## src/design/eca_pkg.sv

```systemverilog
`timescale 1ns / 1ps
`default_nettype none
package eca_pkg;

	localparam int IDX_W    = 6;
	localparam int IDX_SPAN = 1 << IDX_W;
	localparam int OP_W     = 2;
	localparam int RULE_W   = 8;
	localparam int CNT_W    = 16;
	localparam int GEN_W    = 7;
	localparam int GRP      = 8;
	localparam int GRP_W    = 3;
	localparam int NGRP_RD  = IDX_SPAN / GRP;
	localparam int CFG_IDX_W = 1;

	localparam logic [RULE_W-1:0] RULE_RESET = 8'd30;
	localparam logic [GEN_W-1:0]  GEN_MAX    = 7'd127;

	typedef enum logic [OP_W-1:0] {
		OP_WRITE = 2'd0,
		OP_STEP  = 2'd1,
		OP_READ  = 2'd2
	} op_t;

	typedef enum logic [CFG_IDX_W-1:0] {
		CFG_RULE = 1'b0,
		CFG_WRAP = 1'b1
	} cfg_reg_t;

	typedef enum logic [2:0] {
		S_IDLE,
		S_RD1,
		S_RD2,
		S_COUNT,
		S_DONE
	} state_t;

	// control broadcast along the row of cells
	typedef struct packed {
		logic              step;
		logic              wr;
		logic              wr_val;
		logic              wrap;
		logic [IDX_W-1:0]  idx;
	} cell_ctl_t;

endpackage
`default_nettype wire

```

## src/design/elementary_cellular_automaton_row.sv

```systemverilog
`timescale 1ns / 1ps
`default_nettype none
// Row of CELLS one-bit cells stepped by an elementary (three-neighbour) rule.
// Input channel (in_valid / in_stall) carries one transaction per item: op, cell_index,
// cell_value. Output channel (out_valid / out_stall) returns exactly one transaction
// per item: cell_state, cell_changes and the changed-cell count of the last generation.
// Config channel (cfg_valid / cfg_ready, always ready) writes rule_number (index 0) or
// wrap_borders (index 1); write it only while the block is idle.
// Items are processed one at a time; in_stall is high from acceptance until the result
// has moved into the output register.
// Write / read: the result passes the two-level registered read select (S_RD1, S_RD2)
// and then S_DONE. Step: all cells update in the accept cycle; the changed-cell tally
// then sweeps the change flags eight cells per cycle in S_COUNT before S_DONE.
// Unused op code: straight to S_DONE. The next item is taken once back in S_IDLE.
// A stalled receiver holds the result in the output register; the next item is still
// accepted and waits in the last state until the register frees.
// Reset: row all zero except cell CELLS/2, change counters and the generation count
// cleared, rule 30, bounded mode; no clearing pass is needed.
module elementary_cellular_automaton_row
	import eca_pkg::*;
#(
	parameter int CELLS = 64
) (
	input  logic                  clk,
	input  logic                  arst_n,
	input  logic                  in_valid,
	output logic                  in_stall,
	input  logic [OP_W-1:0]       op,
	input  logic [IDX_W-1:0]      cell_index,
	input  logic                  cell_value,
	output logic                  out_valid,
	input  logic                  out_stall,
	output logic                  cell_state,
	output logic [CNT_W-1:0]      cell_changes,
	output logic [GEN_W-1:0]      generation_changes,
	input  logic                  cfg_valid,
	output logic                  cfg_ready,
	input  logic [CFG_IDX_W-1:0]  cfg_index,
	input  logic [RULE_W-1:0]     cfg_data
);

	localparam int SUM_W  = $clog2(CELLS + 1);
	localparam int WIDE_W = (SUM_W > GEN_W) ? SUM_W : GEN_W;
	localparam logic [GEN_W-1:0] GEN_CAP =
		(CELLS > 127) ? GEN_MAX : GEN_W'(CELLS);

	// config registers
	logic [RULE_W-1:0] rule_q;
	logic              wrap_q;

	// control
	state_t            state_q, state_d;
	logic              in_acc;
	logic              step_go;
	logic              gen_load;
	logic              out_load;
	logic              from_cell_q;
	logic [IDX_W-1:0]  idx_q;
	logic [GEN_W-1:0]  last_gen_q;

	// row
	cell_ctl_t         ctl;
	logic [CELLS-1:0]  row_w;
	logic [CELLS-1:0]  flip_w;
	logic [CNT_W-1:0]  cnt_w [CELLS];

	// read path
	logic [IDX_SPAN-1:0] rd_states;
	logic [CNT_W-1:0]    rd_counts [IDX_SPAN];
	logic                rd_state;
	logic [CNT_W-1:0]    rd_count;

	// tally
	logic              tally_busy;
	logic [SUM_W-1:0]  tally_total;
	logic [WIDE_W-1:0] total_wide;
	logic [GEN_W-1:0]  total_sat;

	// output register
	logic              out_valid_q;
	logic              out_state_q;
	logic [CNT_W-1:0]  out_changes_q;
	logic [GEN_W-1:0]  out_gen_q;

	assign cfg_ready = 1'b1;

	always_ff @(posedge clk or negedge arst_n) begin
		if (!arst_n) begin
			rule_q <= RULE_RESET;
			wrap_q <= 1'b0;
		end else if (cfg_valid && cfg_ready) begin
			case (cfg_reg_t'(cfg_index))
				CFG_RULE: rule_q <= cfg_data;
				CFG_WRAP: wrap_q <= cfg_data[0];
				default: ;
			endcase
		end
	end

	// fsm: next state
	always_comb begin
		state_d = state_q;
		case (state_q)
			S_IDLE: begin
				if (in_acc) begin
					case (op_t'(op))
						OP_WRITE, OP_READ: state_d = S_RD1;
						OP_STEP:           state_d = S_COUNT;
						default:           state_d = S_DONE;
					endcase
				end
			end
			S_RD1:   state_d = S_RD2;
			S_RD2:   state_d = S_DONE;
			S_COUNT: if (!tally_busy) state_d = S_DONE;
			S_DONE:  if (!out_valid_q || !out_stall) state_d = S_IDLE;
			default: state_d = S_IDLE;
		endcase
	end

	// fsm: outputs
	always_comb begin
		in_stall = (state_q != S_IDLE);
		gen_load = (state_q == S_COUNT) && !tally_busy;
		out_load = (state_q == S_DONE) && (!out_valid_q || !out_stall);
	end

	assign in_acc  = in_valid && !in_stall;
	assign step_go = in_acc && (op_t'(op) == OP_STEP);

	always_ff @(posedge clk or negedge arst_n) begin
		if (!arst_n) begin
			state_q    <= S_IDLE;
			last_gen_q <= '0;
		end else begin
			state_q <= state_d;
			if (gen_load)
				last_gen_q <= total_sat;
		end
	end

	// item held for the read path and result select
	always_ff @(posedge clk) begin
		if (in_acc) begin
			idx_q       <= cell_index;
			from_cell_q <= (op_t'(op) == OP_WRITE) || (op_t'(op) == OP_READ);
		end
	end

	// broadcast to the cells; writes and steps take effect at acceptance
	assign ctl.step   = step_go;
	assign ctl.wr     = in_acc && (op_t'(op) == OP_WRITE);
	assign ctl.wr_val = cell_value;
	assign ctl.wrap   = wrap_q;
	assign ctl.idx    = cell_index;

	for (genvar i = 0; i < CELLS; i++) begin : g_cell
		localparam int LI = (i == 0) ? CELLS - 1 : i - 1;
		localparam int RI = (i == CELLS - 1) ? 0 : i + 1;
		eca_cell #(
			.IDX  (i),
			.INIT (i == CELLS / 2),
			.END  ((i == 0) || (i == CELLS - 1))
		) u_cell (
			.clk    (clk),
			.arst_n (arst_n),
			.ctl    (ctl),
			.rule   (rule_q),
			.left   (row_w[LI]),
			.right  (row_w[RI]),
			.state  (row_w[i]),
			.count  (cnt_w[i]),
			.flip   (flip_w[i])
		);
	end

	// addressable window of the row, zero past the last cell
	for (genvar j = 0; j < IDX_SPAN; j++) begin : g_rd
		if (j < CELLS) begin : g_live
			assign rd_states[j] = row_w[j];
			assign rd_counts[j] = cnt_w[j];
		end else begin : g_pad
			assign rd_states[j] = 1'b0;
			assign rd_counts[j] = '0;
		end
	end

	eca_rdsel u_rdsel (
		.clk      (clk),
		.idx      (idx_q),
		.states   (rd_states),
		.counts   (rd_counts),
		.rd_state (rd_state),
		.rd_count (rd_count)
	);

	eca_tally #(
		.CELLS (CELLS)
	) u_tally (
		.clk    (clk),
		.arst_n (arst_n),
		.start  (step_go),
		.flips  (flip_w),
		.busy   (tally_busy),
		.total  (tally_total)
	);

	// clamp the changed-cell count to the 7-bit field
	assign total_wide = WIDE_W'(tally_total);
	assign total_sat  = (total_wide > WIDE_W'(GEN_MAX)) ? GEN_MAX : total_wide[GEN_W-1:0];

	always_ff @(posedge clk or negedge arst_n) begin
		if (!arst_n)
			out_valid_q <= 1'b0;
		else if (out_load)
			out_valid_q <= 1'b1;
		else if (!out_stall)
			out_valid_q <= 1'b0;
	end

	always_ff @(posedge clk) begin
		if (out_load) begin
			out_state_q   <= from_cell_q ? rd_state : 1'b0;
			out_changes_q <= from_cell_q ? rd_count : '0;
			out_gen_q     <= last_gen_q;
		end
	end

	assign out_valid          = out_valid_q;
	assign cell_state         = out_state_q;
	assign cell_changes       = out_changes_q;
	assign generation_changes = out_gen_q;

	// end cells hold through a generation in bounded mode
	assert property (@(posedge clk) disable iff (!arst_n)
		step_go && !wrap_q |=> (row_w[0] == $past(row_w[0])) &&
			(row_w[CELLS-1] == $past(row_w[CELLS-1])))
		else $error("bounded end cell changed on a step");

	// only one item in flight
	assert property (@(posedge clk) disable iff (!arst_n)
		in_acc |=> in_stall)
		else $error("second item accepted while busy");

	// tally only sweeps while a step waits for it
	assert property (@(posedge clk) disable iff (!arst_n)
		tally_busy |-> (state_q == S_COUNT))
		else $error("tally active outside count state");

	// reported count never exceeds what the row can produce
	assert property (@(posedge clk) disable iff (!arst_n)
		out_valid |-> (generation_changes <= GEN_CAP))
		else $error("generation count out of range");

endmodule
`default_nettype wire

```

## src/design/eca_cell.sv

```systemverilog
`timescale 1ns / 1ps
`default_nettype none
module eca_cell
	import eca_pkg::*;
#(
	parameter int IDX = 0,
	parameter bit INIT = 1'b0,
	parameter bit END = 1'b0
) (
	input  logic                clk,
	input  logic                arst_n,
	input  cell_ctl_t           ctl,
	input  logic [RULE_W-1:0]   rule,
	input  logic                left,
	input  logic                right,
	output logic                state,
	output logic [CNT_W-1:0]    count,
	output logic                flip
);

	logic             state_q;
	logic [CNT_W-1:0] count_q;
	logic             nxt;
	logic             active;
	logic             hit;

	assign nxt    = rule[{left, state_q, right}];
	assign active = ctl.wrap || !END;
	assign flip   = active && (nxt != state_q);
	assign hit    = ctl.wr && (IDX < IDX_SPAN) && (ctl.idx == IDX_W'(IDX));

	always_ff @(posedge clk or negedge arst_n) begin
		if (!arst_n) begin
			state_q <= INIT;
			count_q <= '0;
		end else if (ctl.step) begin
			if (active)
				state_q <= nxt;
			// saturating change count
			if (flip && (count_q != '1))
				count_q <= count_q + CNT_W'(1);
		end else if (hit) begin
			state_q <= ctl.wr_val;
		end
	end

	assign state = state_q;
	assign count = count_q;

endmodule
`default_nettype wire

```

## src/design/eca_tally.sv

```systemverilog
`timescale 1ns / 1ps
`default_nettype none
module eca_tally
	import eca_pkg::*;
#(
	parameter int CELLS = 64
) (
	input  logic                          clk,
	input  logic                          arst_n,
	input  logic                          start,
	input  logic [CELLS-1:0]              flips,
	output logic                          busy,
	output logic [$clog2(CELLS+1)-1:0]    total
);

	localparam int NGRP  = (CELLS + GRP - 1) / GRP;
	localparam int SR_W  = NGRP * GRP;
	localparam int GC_W  = $clog2(NGRP + 1);
	localparam int SUM_W = $clog2(CELLS + 1);

	logic [SR_W-1:0]  sr_q;
	logic [GC_W-1:0]  grp_cnt_q;
	logic [SUM_W-1:0] acc_q;
	logic [GRP_W:0]   pop;

	// ones in the lowest group of the shift line
	always_comb begin
		pop = '0;
		for (int b = 0; b < GRP; b++)
			pop = pop + (GRP_W+1)'(sr_q[b]);
	end

	always_ff @(posedge clk or negedge arst_n) begin
		if (!arst_n) begin
			grp_cnt_q <= '0;
		end else if (start) begin
			grp_cnt_q <= GC_W'(NGRP);
		end else if (grp_cnt_q != '0) begin
			grp_cnt_q <= grp_cnt_q - GC_W'(1);
		end
	end

	always_ff @(posedge clk) begin
		if (start) begin
			sr_q  <= SR_W'(flips);
			acc_q <= '0;
		end else if (grp_cnt_q != '0) begin
			sr_q  <= sr_q >> GRP;
			acc_q <= acc_q + SUM_W'(pop);
		end
	end

	assign busy  = (grp_cnt_q != '0);
	assign total = acc_q;

endmodule
`default_nettype wire

```

## src/design/eca_rdsel.sv

```systemverilog
`timescale 1ns / 1ps
`default_nettype none
module eca_rdsel
	import eca_pkg::*;
(
	input  logic                 clk,
	input  logic [IDX_W-1:0]     idx,
	input  logic [IDX_SPAN-1:0]  states,
	input  logic [CNT_W-1:0]     counts [IDX_SPAN],
	output logic                 rd_state,
	output logic [CNT_W-1:0]     rd_count
);

	logic             grp_state_s1 [NGRP_RD];
	logic [CNT_W-1:0] grp_count_s1 [NGRP_RD];
	logic             state_s2;
	logic [CNT_W-1:0] count_s2;

	// first level: one entry per group of eight
	always_ff @(posedge clk) begin
		for (int g = 0; g < NGRP_RD; g++) begin
			grp_state_s1[g] <= states[{GRP_W'(g), idx[GRP_W-1:0]}];
			grp_count_s1[g] <= counts[{GRP_W'(g), idx[GRP_W-1:0]}];
		end
	end

	always_ff @(posedge clk) begin
		state_s2 <= grp_state_s1[idx[IDX_W-1:GRP_W]];
		count_s2 <= grp_count_s1[idx[IDX_W-1:GRP_W]];
	end

	assign rd_state = state_s2;
	assign rd_count = count_s2;

endmodule
`default_nettype wire
```

## config.mk

```make
export PLATFORM = sky130hd
export DESIGN_NAME = elementary_cellular_automaton_row
export DESIGN_NICKNAME = d
export VERILOG_FILES = /design/src/design/eca_pkg.sv /design/src/design/elementary_cellular_automaton_row.sv /design/src/design/eca_cell.sv /design/src/design/eca_tally.sv /design/src/design/eca_rdsel.sv
export SDC_FILE = /design/constraint.sdc
export NUM_CORES = 2
export LEC_CHECK = 0
export BUFFER_PORTS_ARGS = -buffer_cell sky130_fd_sc_hd__buf_2
export CAP_MARGIN = 10
export CELL_PAD_IN_SITES_DETAIL_PLACEMENT = 0
export CELL_PAD_IN_SITES_GLOBAL_PLACEMENT = 1
export CORE_MARGIN = 2
export CORE_UTILIZATION = 53
export DETAILED_ROUTE_END_ITERATION = 7
export GPL_TIMING_DRIVEN = 0
export PLACE_DENSITY_LB_ADDON = 0.1
export SKIP_CTS_REPAIR_TIMING = 1
export SYNTH_ARGS = -nofsm -noshare
export SYNTH_HDL_FRONTEND = slang
export SYNTH_SLANG_ARGS = --single-unit
```

## constraint.sdc

```tcl
create_clock -name clk -period 5.1 [get_ports clk]
set_input_delay 1.02 -clock clk [delete_from_list [all_inputs] [get_ports clk]]
set_output_delay 1.02 -clock clk [all_outputs]
set_load 0.005 [all_outputs]
```

# [Word level (Yosys, flattened, before mapping)]
# Memories as Yosys holds them, arrays and structs flattened. A register that Yosys moved wholly into a read port is not among the register bits.
# Index checks and enable logic that the tools add are counted.
[totals] register_bits=1214 mem_bits_rw=136 input_bits=23 elab_cells=1099 memories=2
[mem_list] name="u_rdsel.grp_count_s1" depth=8 word_bits=16 read_ports=1 rd_ports_with_merged_regs=1 write_ports=8 line="eca_rdsel.sv:15" text="logic [CNT_W-1:0] grp_count_s1 [NGRP_RD];"
[mem_list] name="u_rdsel.grp_state_s1" depth=8 word_bits=1 read_ports=1 rd_ports_with_merged_regs=1 write_ports=8 line="eca_rdsel.sv:14" text="logic grp_state_s1 [NGRP_RD];"
[classes] n_addsub=73 magnitude_cmp=81 eq_ne=202 mux=310 bitwise_logic=9 n_reduce_logical=281
[ops] cell="$add A16 B1 Y16 const B" count=64
[ops] cell="$ne A16 B16 Y1 const B" count=64
[ops] cell="$bmux W16 S6" count=8
[ops] cell="$lt A3 B4 Y1 const B" count=64
[ops] cell="$mux W16" count=16
[ops] cell="$bmux W1 S3" count=72
[ops] cell="$mux W1" count=204
[ops] cell="$eq A6 B6 Y1 const B" count=32
[ops] cell="$reduce_and A2 Y1" count=68
[ops] cell="$logic_and A1 B1 Y1" count=135
[ops] cell="$reduce_bool A2 Y1" count=65
[ops] cell="$mux W64" count=2
[ops] cell="$eq A6 B5 Y1 const B" count=16
[ops] cell="$ne A1 B1 Y1" count=64
[ops] cell="$ge A7 B7 Y1 const B" count=8
[ops] cell="$eq A6 B4 Y1 const B" count=8
[ops] cell="$lt A6 B7 Y1 const B" count=4
[ops] cell="$not A6 Y7" count=4
[ops] cell="$add A4 B1 Y4" count=6
[ops] cell="$eq A6 B3 Y1 const B" count=4
[ops] cell="$pmux W3 S5" count=1
[ops] cell="$lt A5 B7 Y1 const B" count=2
[ops] cell="$not A5 Y7" count=2
[ops] cell="$eq A6 B2 Y1 const B" count=2
[ops] cell="other kinds (30)" count=41

# [Depth between registers and ports, before layout]
[depth] word_depth=8 mapped_depth=15 mapped_depth_nobuf=15

# [By module]
# Synthesis repeated with hierarchy kept, for this count alone.
[hier_totals] hier_cells=6708 area_unflattened_um2=80145.6
[by_module_without_submodules] mod="eca_cell (g_cell[17].u_cell ...)" n_inst=15 cells_per_inst=89 area_per_inst_um2=979.7 seq_area_each_um2=425.4
[by_module_without_submodules] mod="eca_cell (g_cell[21].u_cell ...)" n_inst=15 cells_per_inst=88 area_per_inst_um2=979.7 seq_area_each_um2=425.4
[by_module_without_submodules] mod="eca_rdsel" n_inst=1 cells_per_inst=697 area_per_inst_um2=12116.6 seq_area_each_um2=3062.9
[by_module_without_submodules] mod="eca_cell (g_cell[20].u_cell ...)" n_inst=10 cells_per_inst=88 area_per_inst_um2=977.2 seq_area_each_um2=425.4
[by_module_without_submodules] mod="eca_cell (g_cell[11].u_cell ...)" n_inst=6 cells_per_inst=88 area_per_inst_um2=980.9 seq_area_each_um2=425.4
[by_module_without_submodules] mod="eca_cell (g_cell[16].u_cell ...)" n_inst=5 cells_per_inst=89 area_per_inst_um2=977.2 seq_area_each_um2=425.4
[by_module_without_submodules] mod="eca_cell (g_cell[10].u_cell ...)" n_inst=4 cells_per_inst=88 area_per_inst_um2=982.2 seq_area_each_um2=425.4
[by_module_without_submodules] mod="eca_tally" n_inst=1 cells_per_inst=223 area_per_inst_um2=3452.1 seq_area_each_um2=2162.1
[by_module_without_submodules] mod="eca_cell (g_cell[15].u_cell ...)" n_inst=3 cells_per_inst=88 area_per_inst_um2=978.4 seq_area_each_um2=425.4
[by_module_without_submodules] mod="eca_cell (g_cell[52].u_cell ...)" n_inst=2 cells_per_inst=88 area_per_inst_um2=974.7 seq_area_each_um2=425.4
[by_module_without_submodules] mod="elementary_cellular_automaton_row" n_inst=1 cells_per_inst=117 area_per_inst_um2=1905.6 seq_area_each_um2=1436.4
[by_module_without_submodules] mod="eca_cell (g_cell[0].u_cell)" n_inst=1 cells_per_inst=97 area_per_inst_um2=983.4 seq_area_each_um2=425.4
[by_module_without_submodules] mod="eca_cell (g_cell[12].u_cell)" n_inst=1 cells_per_inst=89 area_per_inst_um2=980.9 seq_area_each_um2=425.4
[by_module_without_submodules] mod="eca_cell (g_cell[63].u_cell)" n_inst=1 cells_per_inst=96 area_per_inst_um2=980.9 seq_area_each_um2=425.4
[by_module_without_submodules] mod="eca_cell (g_cell[32].u_cell)" n_inst=1 cells_per_inst=89 area_per_inst_um2=978.4 seq_area_each_um2=426.7

# [Worst setup path before layout]
# OpenSTA, ideal clock, no wires.
[synth_path] path_type="input port to flip-flop" startpoint="input op[0]" endpoint="register u_tally.sr_q[0], enable pin" setup_ps=688 t_arrival_ps=3849 t_required_ps=4412 path_slack_ps=562 path_stages=9 n_path_buf=6 path_cell_list="and3b_1 > clkbuf_1 > nand2_2 > buf_2 > buf_2 > clkbuf_1 > clkbuf_1 > buf_1 > nand2_1"
[synth_via] elab_chain_len=3
[synth_lines] item="from (decl)" line="elementary_cellular_automaton_row.sv:28" text="input logic [OP_W-1:0] op,"
[synth_lines] item="$eq A2 B1 Y1" line="elementary_cellular_automaton_row.sv:129" text="assign step_go = in_acc && (op_t'(op) == OP_STEP);"
[synth_lines] item="$logic_and A1 B1 Y1" line="elementary_cellular_automaton_row.sv:129"
[synth_lines] item="$reduce_bool A2 Y1 (no line)"
[synth_lines] item="to (signal assigned)" line="eca_tally.sv:45" text="sr_q <= SR_W'(flips);"
[synth_lines] item="to (signal assigned)" line="eca_tally.sv:48" text="sr_q <= sr_q >> GRP;"
[synth_lines] item="to (decl)" line="eca_tally.sv:21" text="logic [SR_W-1:0] sr_q;"
# No other way between the ends.
# A chain may end at the register's enable or synchronous reset.

# [Worst setup path after layout]
[layout_path] startpoint="register state_q[2]" endpoint="register u_tally.sr_q[18] (data pin)"
[layout_via] elab_chain_len=5
[layout_lines] item="from (decl)" line="elementary_cellular_automaton_row.sv:52" text="state_t state_q, state_d;"
[layout_lines] item="from (signal assigned)" line="elementary_cellular_automaton_row.sv:136" text="state_q <= state_d;"
[layout_lines] item="$reduce_bool A3 Y1" line="elementary_cellular_automaton_row.sv:123" text="in_stall = (state_q != S_IDLE);"
[layout_lines] item="$logic_not A1 Y1" line="elementary_cellular_automaton_row.sv:128" text="assign in_acc = in_valid && !in_stall;"
[layout_lines] item="$logic_and A1 B1 Y1" line="elementary_cellular_automaton_row.sv:128"
[layout_lines] item="$logic_and A1 B1 Y1" line="elementary_cellular_automaton_row.sv:129"
[layout_lines] item="$mux W64" line="eca_tally.sv:44" text="if (start) begin"
# No other way between the ends.

==> out/qor.csv <==
metric;value;unit
post-synth top area share;37.96;%
fmax;200.1;MHz
Leak;35.10;nW
sequential fraction of the synthesis area;46.44;%
CP required;5.75;ns
Post-Syn Area per Cell;11.60;µm²
area growth from synthesis to layout;11.29;%
Layout Nets;6620;
Final Max Tran Viols;0;
later-pin clock latency in the skew report;0.80;ns
worst vdd ir;364.5;µV
met3 GRT Util;7.842;%
DIE WIDTH;375.1;µm
min Tclk post-route;4.998;ns
multi-input logic area;37250;µm²
Seq cells post-synth;1367;
leading area contributor after synthesis;dfrtp_1;
FP Rows;136;
library cells used by synthesis;95;
Final GP Congestion;1.006;
vias in the first global route;52390;
Main synth FF type;dfrtp_1;
Initial DRC Count;5682;
Pwr Total;36.54;mW
Vias;53440;
fraction of layout instances using a drive strength above 1;17.33;%
Setup CP Type;flop to flop;
RSZ-0062 raised after global routing;false;
Post-synth EDFFs;95;
DR WL/cell;28.06;µm
Mapped Area;72970;µm²
drt first pass iters;8;
Hold Path Class;input port to async pin;
Worst setup EP type;flop;
register area;33890;µm²
failing checks;DRC;
clock root cell;clkbuf_16;
ANT nets after route;0;
grt total ovfl;0;
largest net degree at the start of global routing;157;
met1 Resource Use GR;46.18;%
Hold Violations, Final;0;
crit path launch type;flop;
core area;137200;µm²
worst-margin pin slew;1.401;ns
CP Max Fanout;11;
# setup viols final;0;
drt total wl;237.3;mm
via/cell ratio;6.320;
Worst-path clk slew;0.06;ns
Worst Skew;0.03001;ns
Port Buffers;47;
first-pass GRT wire length;351.1;mm
Inserted Clock Buffers;154;
Tcrit/Tclk final;97.99;%
MaxCap Viol Count;0;
Area contributors post-synth;dfrtp_1 38%, mux4_2 13%, xnor2_1 8.3%, dfxtp_1 4.4%, edfxtp_1 3.9%;
FFs w/ async S/R, synth;81.35;%
power density cells;450.0;nW/µm²
met2 Use GR;51.45;%
Initial Utilization;53.21;%
Top Usage Layer GRT;met2;
Clock Sink Count;1367;
die area;140700;µm²
syn_nets;6393;
Top Ports;50;
yosys warns;0;
worst slack, placed;-1.704;ns
status;finished, violations left;
Post-Syn Instances;6291;
CTS Buffer Depth;3;
detailed placement HPWL;175.1;mm
worst setup margin;0.1024;ns
Arr. time, crit path;5.64;ns
Die Y-Extent;375.1;µm
# DRC;2;
CTS tree;done;
Slew headroom;6.247;%
# fillers;11320;
total track usage;34.02;%
CTS H-Tree Depth;4;
initial antenna violation count;27;
-- cell type report --
| class | instances | share of cell area (%) |
|---|---|---|
| Antenna cell | 14 | 0.04314 |
| Clock buffer | 219 | 5.592 |
| Sequential cell | 1367 | 41.73 |
| Multi-Input combinational cell | 4464 | 45.86 |
| Timing Repair Buffer | 72 | 0.8828 |
| Clock inverter | 67 | 0.7688 |
| Tap cell | 1794 | 2.764 |
| Buffer | 337 | 1.798 |
| Inverter | 122 | 0.5639 |
-- worst max-delay path, stage by stage, from the launching register on --
cell,delay [ns]
dfrtp_1,0.35
buf_2,0.18
nor3_4,0.66
and2_1,0.26
buf_2,0.43
buf_4,0.37
buf_2,0.51
buf_2,0.48
clkbuf_1,1.01
nor2_1,0.32
a31oi_1,0.23
-- through the flow --
stage	utilization, %	TNS [ns]	area [µm²]	hold slack (ns)	instances
floorplan	-	0	72980	0.4211	6291
global placement	55.02	-	75450	0.4343	8132
detailed placement	55.39	-120.99	75970	0.4306	8154
CTS	59.16	-55.27	81140	0.06668	8440
global route	59.19	0	81190	0.09886	8444
finish	59.22	0	81220	0.1021	8456
-- power by group --
part / leakage [nW] / total [mW] / switching (mW) / internal (mW)
sequential: 17.3 / 14.1 / 1.53 / 12.6
clock: 2.53 / 11.3 / 4.81 / 6.51
combinational: 15.2 / 11.2 / 6.47 / 4.68
total: 35.1 / 36.5 / 12.8 / 23.7
-- layout by cell type, fill, tap and decap left out, types with 15 or more instances in the layout --
master     synthesis  layout
a21boi_0          22      22
nand4_1          317     317
a31oi_1           33      33
nor3_1            92      86
clkbuf_16          0     165
inv_1            122     122
o21a_1            23      23
nand2b_1          34      34
and4_1            55      55
mux2_2           252     252
buf_4             14      17
o21ai_0           62      62
clkinv_2           0      35
xnor2_1          691     691
and3_1           241     241
dfrtp_1         1107    1107
o211ai_1          32      32
xor2_1           238     238
buf_1             48      43
and2_1            79      79
a311oi_1          33      33
nand2_1          612     611
dfxtp_1          160     160
mux4_2           408     408
o2111ai_1         23      23
edfxtp_1          95      95
a211oi_1          26      25
nor2b_1           21      21
clkbuf_1         192     219
buf_2             79     129
a21oi_1          110     109
nor2_1           308     308
clkbuf_8           0      21
ha_1              74      74
mux2i_1          118     118
a21o_1            44      44
nand3_1          333     333
nor4_1            16      15
-- synthesized netlist by cell type, drive strengths merged (5+ instances only) --
| master | instances |
|---|---|
| dfrtp | 1107 |
| inv | 122 |
| ha | 74 |
| o21a | 23 |
| and4 | 55 |
| dfxtp | 160 |
| nor4 | 18 |
| a21boi | 23 |
| o211a | 6 |
| a31oi | 33 |
| nand4 | 318 |
| a21oi | 111 |
| nand3b | 6 |
| nor3b | 6 |
| a21o | 44 |
| and3 | 241 |
| edfxtp | 95 |
| dfstp | 5 |
| a2111oi | 9 |
| mux4 | 415 |
| xnor2 | 691 |
| or3 | 14 |
| o31ai | 5 |
| a311oi | 38 |
| xor2 | 238 |
| mux2i | 118 |
| clkbuf | 193 |
| mux2 | 253 |
| nor3 | 101 |
| nand2b | 34 |
| buf | 145 |
| o211ai | 32 |
| or2 | 10 |
| fa | 5 |
| o21ai | 64 |
| a211oi | 32 |
| nor2 | 308 |
| and2 | 80 |
| nand3 | 335 |
| nor2b | 21 |
| a221oi | 12 |
| o2111ai | 23 |
| o31a | 8 |
| nand2 | 613 |
-- cell families (layout without fill, tap and decap cells) --
kind of cell    count (synthesis)  count (layout)  share of synthesized area [%]
fa+ha+maj                      79              79                          1.406
xor+xnor                      929             929                          11.15
buf+inv                       460             817                          2.616
compound gates                493             493                          4.852
mux                           786             786                          18.37
flops                        1367            1367                          46.44
simple gates                 2176            2176                          15.17
other cells                     1              15                       0.005139
-- layer usage --
layer / vias to the layer above / part of all wire (%)
met1: 27130 / 41
met3: 672 / 8.2
met5: - / 0.049
met2: 2187 / 45
li1: 23440 / -
met4: 16 / 6.0
-- registers in the layout (all words and copies together), names as in the netlist --
register and cells:
generation_changes 7, u_rdsel.grp_state_s1 8, state_q 3, g_cell.u_cell.count 1024, u_rdsel.rd_state 1, g_cell.u_cell.state 64, cell_state 1, cell_changes 16
out_valid 1, idx_q 6, from_cell_q 1, wrap_q 1, rule_q 8, u_rdsel.grp_count_s1 128, last_gen_q 7, u_tally.sr_q 64
u_tally.grp_cnt_q 4, u_rdsel.rd_count 16, u_tally.total 7
-- path summary, 6_finish.rpt --
path                               start                          end  slack (ns)  cells after the start
setup / recovery              state_q[2]             u_tally.sr_q[18]        0.10                     10
hold / removal                    arst_n   g_cell[24].u_cell.count[1]        0.10                      1
setup reg to reg              state_q[2]             u_tally.sr_q[18]        0.10                     10
hold reg to reg            last_gen_q[3]        generation_changes[3]        0.45                      0
max in group asynchronous         arst_n  g_cell[55].u_cell.count[14]        2.51                      4
min in group clk           last_gen_q[3]        generation_changes[3]        0.45                      0
No activity file was read; power rests on OpenSTA's default activity.
